File: config.mk
export PLATFORM = sky130hd
export DESIGN_NAME = modbus_rtu_frame_checker_top
export DESIGN_NICKNAME = d
export VERILOG_FILES = /design/src/hdl/mbrtu_pkg.sv /design/src/hdl/modbus_rtu_frame_checker_top.sv
export SDC_FILE = /design/constraint.sdc
export NUM_CORES = 1
export LEC_CHECK = 0
export ABC_CLOCK_PERIOD_IN_PS = 5500
export BUFFER_PORTS_ARGS = -buffer_cell sky130_fd_sc_hd__buf_4
export CORE_ASPECT_RATIO = 1.75
export CORE_MARGIN = 2
export CORE_UTILIZATION = 35
export CTS_CLUSTER_DIAMETER = 30
export CTS_CLUSTER_SIZE = 16
export DETAILED_ROUTE_END_ITERATION = 12
export GPL_TIMING_DRIVEN = 0
export PLACE_DENSITY = 0.61
export SETUP_SLACK_MARGIN = 0.05
export SLEW_MARGIN = 20
export SYNTH_ARGS = -nofsm -noshare
export SYNTH_HDL_FRONTEND = slang
export SYNTH_SLANG_ARGS = --single-unit
File: constraint.sdc
create_clock -name aclk -period 5.5 [get_ports aclk]
set_input_delay 0.275 -clock aclk [delete_from_list [all_inputs] [get_ports aclk]]
set_output_delay 0.275 -clock aclk [all_outputs]
set_load 0.05 [all_outputs]
File: src/hdl/mbrtu_pkg.sv
// Shared definitions for the Modbus RTU frame checker.
// Holds the result status codes, the reply constants and the CRC-16 byte step.
// No dependencies.
`default_nettype none

package mbrtu_pkg;

    typedef enum logic [2:0] {
        ST_FOREIGN   = 3'd0,
        ST_CRC_ERR   = 3'd1,
        ST_SHORT     = 3'd2,
        ST_OVERFLOW  = 3'd3,
        ST_SUPPORTED = 3'd4,
        ST_EXCEPTION = 3'd5
    } status_t;

    typedef enum logic [2:0] {
        RB_ADDR     = 3'd0,
        RB_FUNC     = 3'd1,
        RB_CODE     = 3'd2,
        RB_CRC_LO   = 3'd3,
        RB_CRC_HI   = 3'd4
    } reply_idx_t;

    localparam logic [15:0] CRC_POLY      = 16'hA001;
    localparam logic [15:0] CRC_INIT      = 16'hFFFF;
    localparam logic [7:0]  BCAST_ADDR    = 8'd255;
    localparam logic [7:0]  EXC_FLAG      = 8'h80;
    localparam logic [7:0]  EXC_ILLEGAL_FN = 8'h01;
    localparam logic [7:0]  FN_WRITE_MULTI_COILS = 8'd15;
    localparam logic [7:0]  FN_WRITE_MULTI_REGS  = 8'd16;
    localparam logic [7:0]  FN_LOW_FIRST  = 8'd1;
    localparam logic [7:0]  FN_LOW_LAST   = 8'd6;

    // One byte of the reflected CRC-16, unrolled over its eight bit steps.
    function automatic logic [15:0] crc_byte(input logic [15:0] c, input logic [7:0] b);
        logic [15:0] v;
        v = c ^ {8'h00, b};
        for (int i = 0; i < 8; i++) begin
            if (v[0]) begin
                v = (v >> 1) ^ CRC_POLY;
            end else begin
                v = v >> 1;
            end
        end
        return v;
    endfunction

    function automatic logic fn_supported(input logic [7:0] f);
        return ((f >= FN_LOW_FIRST) && (f <= FN_LOW_LAST)) ||
               (f == FN_WRITE_MULTI_COILS) || (f == FN_WRITE_MULTI_REGS);
    endfunction

endpackage

`default_nettype wire

File: src/hdl/modbus_rtu_frame_checker_top.sv
// Result: a byte with the end mark shows its first result in the cycle after its acceptance.
// Throughput: one byte per cycle; an exception reply holds the result register for
// five result transactions, and only a following end-marked byte waits for it.
// Reset: synchronous active-low aresetn clears the frame state, the result register
// and sets the device address to 1.
// Frame checker top level: running CRC, byte count and status/reply sequencing.
// Depends on mbrtu_pkg.
`default_nettype none

module modbus_rtu_frame_checker_top #(
    parameter int MAX_FRAME = 256
) (
    input  wire logic       aclk,
    input  wire logic       aresetn,
    input  wire logic       cfg_wr_en,
    input  wire logic [7:0] cfg_wr_data,
    input  wire logic       s_valid,
    output logic            s_ready,
    input  wire logic [7:0] s_rx_byte,
    input  wire logic       s_end_of_frame,
    output logic            m_valid,
    input  wire logic       m_ready,
    output logic [2:0]      m_status,
    output logic [7:0]      m_function_code,
    output logic [7:0]      m_reply_byte,
    output logic            m_reply_valid,
    output logic            m_last
);

    localparam int CNT_W = $clog2(MAX_FRAME + 2);
    localparam logic [CNT_W-1:0] CNT_SAT = CNT_W'(MAX_FRAME + 1);
    localparam logic [CNT_W-1:0] CNT_MAX = CNT_W'(MAX_FRAME);
    localparam logic [CNT_W-1:0] CNT_MIN = CNT_W'(4);

    logic [7:0]       dev_addr_reg;
    logic [15:0]      crc_reg, crc_next;
    logic [CNT_W-1:0] cnt_reg, cnt_next;
    logic [7:0]       addr_reg, addr_next;
    logic [7:0]       func_reg, func_next;

    logic                 out_valid_reg;
    mbrtu_pkg::status_t   status_reg, status_next;
    logic [7:0]           out_func_reg;
    logic [7:0]           out_addr_reg;
    logic [2:0]           idx_reg;
    logic [15:0]          rcrc_reg;

    logic in_acc, out_acc, out_done, is_exc;
    logic [7:0] reply_b;

    assign is_exc   = (status_reg == mbrtu_pkg::ST_EXCEPTION);
    assign m_valid  = out_valid_reg;
    assign m_status = status_reg;
    assign m_function_code = out_func_reg;
    assign m_reply_valid = is_exc;
    assign m_reply_byte  = is_exc ? reply_b : 8'h00;
    assign m_last   = !is_exc || (idx_reg == 3'(mbrtu_pkg::RB_CRC_HI));

    assign out_acc  = out_valid_reg && m_ready;
    assign out_done = out_acc && m_last;

    // Bytes inside a frame never need the result register; only an end-marked
    // byte waits until the previous frame's results are gone.
    assign s_ready = !s_end_of_frame || !out_valid_reg || (m_ready && m_last);
    assign in_acc  = s_valid && s_ready;

    always_comb begin
        case (idx_reg)
            3'(mbrtu_pkg::RB_ADDR):   reply_b = out_addr_reg;
            3'(mbrtu_pkg::RB_FUNC):   reply_b = out_func_reg | mbrtu_pkg::EXC_FLAG;
            3'(mbrtu_pkg::RB_CODE):   reply_b = mbrtu_pkg::EXC_ILLEGAL_FN;
            3'(mbrtu_pkg::RB_CRC_LO): reply_b = rcrc_reg[7:0];
            3'(mbrtu_pkg::RB_CRC_HI): reply_b = rcrc_reg[15:8];
            default:                  reply_b = 8'h00;
        endcase
    end

    always_comb begin
        addr_next = (cnt_reg == '0) ? s_rx_byte : addr_reg;
        func_next = (cnt_reg == CNT_W'(1)) ? s_rx_byte : func_reg;
        crc_next  = mbrtu_pkg::crc_byte(crc_reg, s_rx_byte);
        cnt_next  = (cnt_reg < CNT_SAT) ? cnt_reg + CNT_W'(1) : cnt_reg;

        if (cnt_next < CNT_MIN) begin
            status_next = mbrtu_pkg::ST_SHORT;
        end else if (cnt_next > CNT_MAX) begin
            status_next = mbrtu_pkg::ST_OVERFLOW;
        end else if (addr_next != dev_addr_reg && addr_next != mbrtu_pkg::BCAST_ADDR) begin
            status_next = mbrtu_pkg::ST_FOREIGN;
        end else if (crc_next != 16'h0000) begin
            status_next = mbrtu_pkg::ST_CRC_ERR;
        end else if (mbrtu_pkg::fn_supported(func_next)) begin
            status_next = mbrtu_pkg::ST_SUPPORTED;
        end else begin
            status_next = mbrtu_pkg::ST_EXCEPTION;
        end
    end

    always_ff @(posedge aclk) begin
        if (!aresetn) begin
            dev_addr_reg <= 8'd1;
        end else if (cfg_wr_en) begin
            dev_addr_reg <= cfg_wr_data;
        end
    end

    always_ff @(posedge aclk) begin
        if (!aresetn) begin
            crc_reg  <= mbrtu_pkg::CRC_INIT;
            cnt_reg  <= '0;
            addr_reg <= 8'h00;
            func_reg <= 8'h00;
        end else if (in_acc) begin
            if (s_end_of_frame) begin
                crc_reg  <= mbrtu_pkg::CRC_INIT;
                cnt_reg  <= '0;
                addr_reg <= 8'h00;
                func_reg <= 8'h00;
            end else begin
                crc_reg  <= crc_next;
                cnt_reg  <= cnt_next;
                addr_reg <= addr_next;
                func_reg <= func_next;
            end
        end
    end

    always_ff @(posedge aclk) begin
        if (!aresetn) begin
            out_valid_reg <= 1'b0;
            idx_reg       <= 3'd0;
            status_reg    <= mbrtu_pkg::ST_FOREIGN;
        end else if (in_acc && s_end_of_frame) begin
            out_valid_reg <= 1'b1;
            idx_reg       <= 3'd0;
            status_reg    <= status_next;
        end else if (out_done) begin
            out_valid_reg <= 1'b0;
        end else if (out_acc) begin
            idx_reg <= idx_reg + 3'd1;
        end
    end

    // The reply CRC is built one byte per transaction while the first three
    // reply bytes go out, so the two CRC bytes are ready when their turn comes.
    always_ff @(posedge aclk) begin
        if (in_acc && s_end_of_frame) begin
            out_func_reg <= func_next;
            out_addr_reg <= addr_next;
            rcrc_reg     <= mbrtu_pkg::CRC_INIT;
        end else if (out_acc && (idx_reg < 3'(mbrtu_pkg::RB_CRC_LO))) begin
            rcrc_reg <= mbrtu_pkg::crc_byte(rcrc_reg, reply_b);
        end
    end

`ifndef NO_ASSERTIONS
    a_eof_gives_result: assert property (@(posedge aclk) disable iff (!aresetn)
        (s_valid && s_ready && s_end_of_frame) |=> m_valid)
        else $error("end-marked byte produced no result");

    a_reply_continues: assert property (@(posedge aclk) disable iff (!aresetn)
        (m_valid && m_ready && !m_last) |=>
        (m_valid && m_status == 3'(mbrtu_pkg::ST_EXCEPTION)))
        else $error("exception reply cut short");

    a_mid_frame_silent: assert property (@(posedge aclk) disable iff (!aresetn)
        (s_valid && s_ready && !s_end_of_frame && !m_valid) |=> !m_valid)
        else $error("result produced inside a frame");

    a_single_result_last: assert property (@(posedge aclk) disable iff (!aresetn)
        (m_valid && !m_reply_valid) |-> (m_last && m_reply_byte == 8'h00))
        else $error("status-only result not marked last");
`endif

endmodule

`default_nettype wire
==> results.toml <==
[outcome]
status = "completed"

[sta]
hold_violations = 0
setup-tns-final_ns = 0
rsz0062_at_grt = "no"
max_slew_margin_pct = 48.71
finalCriticalPeriod_ns = 3.405
setup_violations = 0
worst_pin_slew_ns = 0.7677
clock_skew_ns = 0.007225
fmaxAchievable_mhz = 293.7
slew_violations = 0
fin_crit_sh_pct = 61.91

[detailed_routing]
ant_nets = 0
vias = 4072
drt-total-wl_um = 12710
drt_iter0_markers = 217
wire_per_inst_um = 16.46
route.met2.wl_um = 6936
wl_met1_um = 4900
met3_length_um = 470
top_layer = "met4"
drcViolationCount = 0
firstDrtPassIters = 4
routed_via_density = 5.275

[logic_synthesis]
yosys_warnings = 0
netlist_area_mm2 = 0.004787
synthArstFlopShare_pct = 0
synth.avg_cell_area_um2 = 8.849
ys_ff_latch = 88
synthTopCellsByArea = "dfxtp_1, edfxtp_1, xnor2_1"
syn_inst = 541
synth_cell_types = 60
synth_top_area_cell = "dfxtp_1"
synth-edff-count = 16
yosysTopAreaCellShare_pct = 30.11
synthesis.nets = 572
ys_seq_area_share_pct = 40.15
ys.flop_type = "dfxtp_1"

[power_and_ir_drop]
p_per_area_mw_per_mm2 = 312.9
peakVddDrop_uv = 201.7
p_leak_nw = 2.274
design_power_total_mw = 1.754

[die]
core_mm2 = 0.01338
dieArea_mm2 = 0.01467
start_util_pct = 35.77
die_y_um = 158.7
rows = 56
die_w_um = 92.41
io_pins = 45

[clocking]
clock_path_buffers = 2
cts_sinks = 88
htreeDepth = 3
postCtsHoldBufs = 0
cts_buffers = 9
insertion_delay_ns = 0.35
cts_setup_buffers = 0
clkTransAtPathRegs_ns = 0.07
cts_tree = "yes"
cts_root_buf = "clkbuf_16"
cts_resized = 0

[setup_path]
crit_required_ns = 5.72
path_class = "flop to flop"
timing.rr.end = "m_status[0]$_SDFFE_PN0P_"
crit_path_start_kind = "flop"
startpoint = "crc_reg[5]$_SDFFE_PN1P_"
r2r_cells = 13
r2r-start = "crc_reg[5]$_SDFFE_PN1P_"
rrSetupSlack_ns = 2.10
worstPathArrival_ns = 3.63
critPathCapture = "m_status[0]$_SDFFE_PN0P_"
crit_path_end_kind = "flop"
worst-path-max-fanout = 3

[global_routing]
grt_pass1_vias = 4017
antenna_found_initial = 0
grt_first_pass_wirelength_um = 20360
grt_usage_pct = 17.71
grt_max_degree = 22
grt.overflow.total = 0

[placed_design]
placed_cell_area_mm2 = 0.005313
place_congestion = 0.9365
port-buffer-count = 41
hpwl_um = 9837

[flow_run]
maxCapViolCount = 0

[final_layout]
final_area_mm2 = 0.005604
fill_cells = 1353
insertedDiodeCount = 0
drive_gt1_share_pct = 14.21
mostFrequentLayoutCells = "nand2_1, dfxtp_1, buf_4"
finalNetCount = 624
area_delta_synth_final_pct = 17.07

[hold_path]
holdPathStages = 3
hold_class = "input pin to flop"
==> synthesized netlist by cell type, types with 7 or more instances <==
cell type	n
nand3_1	19
buf_2	7
nor2_1	35
mux2i_1	17
ha_1	9
xor2_1	12
a22oi_1	19
dfxtp_1	72
clkbuf_1	18
nand2b_1	8
a21oi_1	20
nor2b_1	24
o21ai_0	19
edfxtp_1	16
xnor2_1	33
nand2_1	72
and2_1	11
o211ai_1	15
inv_1	24
==> where the power goes <==
group          leakage (nW)  total [mW]  internal [mW]  switching [mW]
combinational          1.40       0.415          0.181           0.234
sequential            0.743       0.745          0.707          0.0381
clock                 0.135       0.594          0.315           0.279
==> worst max-delay path, stage by stage, from the launching register on <==
cell and delay (ns):
dfxtp_1 0.32, xnor2_1 0.30, xnor2_1 0.26, xnor2_1 0.15
xnor2_1 0.26, xnor2_1 0.15, ha_1 0.38, xnor2_1 0.21
and4b_1 0.22, nand4_1 0.10, nor4_1 0.29, nand3_1 0.18
a311oi_1 0.36, o31ai_1 0.11
==> worst min-delay path by stage <==
stage                             from                      endpoint
5_1_grt                 cfg_wr_data[0]  dev_addr_reg[0]$_SDFFE_PN1P_
2_1_floorplan           cfg_wr_data[0]  dev_addr_reg[0]$_SDFFE_PN1P_
6_report                cfg_wr_data[0]  dev_addr_reg[0]$_SDFFE_PN1P_
4_1_cts                 cfg_wr_data[0]  dev_addr_reg[0]$_SDFFE_PN1P_
3_5_place_dp   crc_reg[4]$_SDFFE_PN1P_       crc_reg[4]$_SDFFE_PN1P_
3_3_place_gp   crc_reg[5]$_SDFFE_PN1P_       crc_reg[5]$_SDFFE_PN1P_
==> cells by family after synthesis <==
| group | count (synthesis) | share of synthesized area (%) |
|---|---|---|
| buffers and inverters | 54 | 4.757 |
| flip-flops | 88 | 40.15 |
| XOR/XNOR | 47 | 9.200 |
| AO/OA/AOI/OAI | 119 | 17.02 |
| adder cells (fa/ha/maj) | 9 | 2.352 |
| multiplexers | 25 | 5.541 |
| AND/OR/NAND/NOR | 199 | 20.99 |
==> cell type report <==
class / count / area, um2 / share of cell area [%]
tap: 174 / 217.7 / 3.885
clock inverter: 7 / 61.31 / 1.094
timing repair buffer: 41 / 307.8 / 5.492
clock buffer: 9 / 225.2 / 4.019
buffer: 30 / 137.6 / 2.456
multi-input combinational: 399 / 2643 / 47.15
inverter: 24 / 90.09 / 1.608
sequential: 88 / 1922 / 34.29
==> layer usage <==
metal | track usage (%) | vias to the layer above
met5 | 0 | -
met4 | 8.141 | 0
met3 | 3.937 | 29
met2 | 32.71 | 101
met1 | 18.54 | 1928
li1 | - | 2014
==> metrics by stage <==
stage	std cells	hold slack [ns]	util, %	worst slack [ns]
after floorplan	541	0.4039	-	2.422
after global placement	756	0.4709	39.70	1.938
after detailed placement	756	0.4816	39.70	1.904
after CTS	772	0.1371	41.84	2.051
after global routing	772	0.1546	41.88	1.843
final	772	0.1449	41.88	2.095
Power figures use the tool's default switching activity.
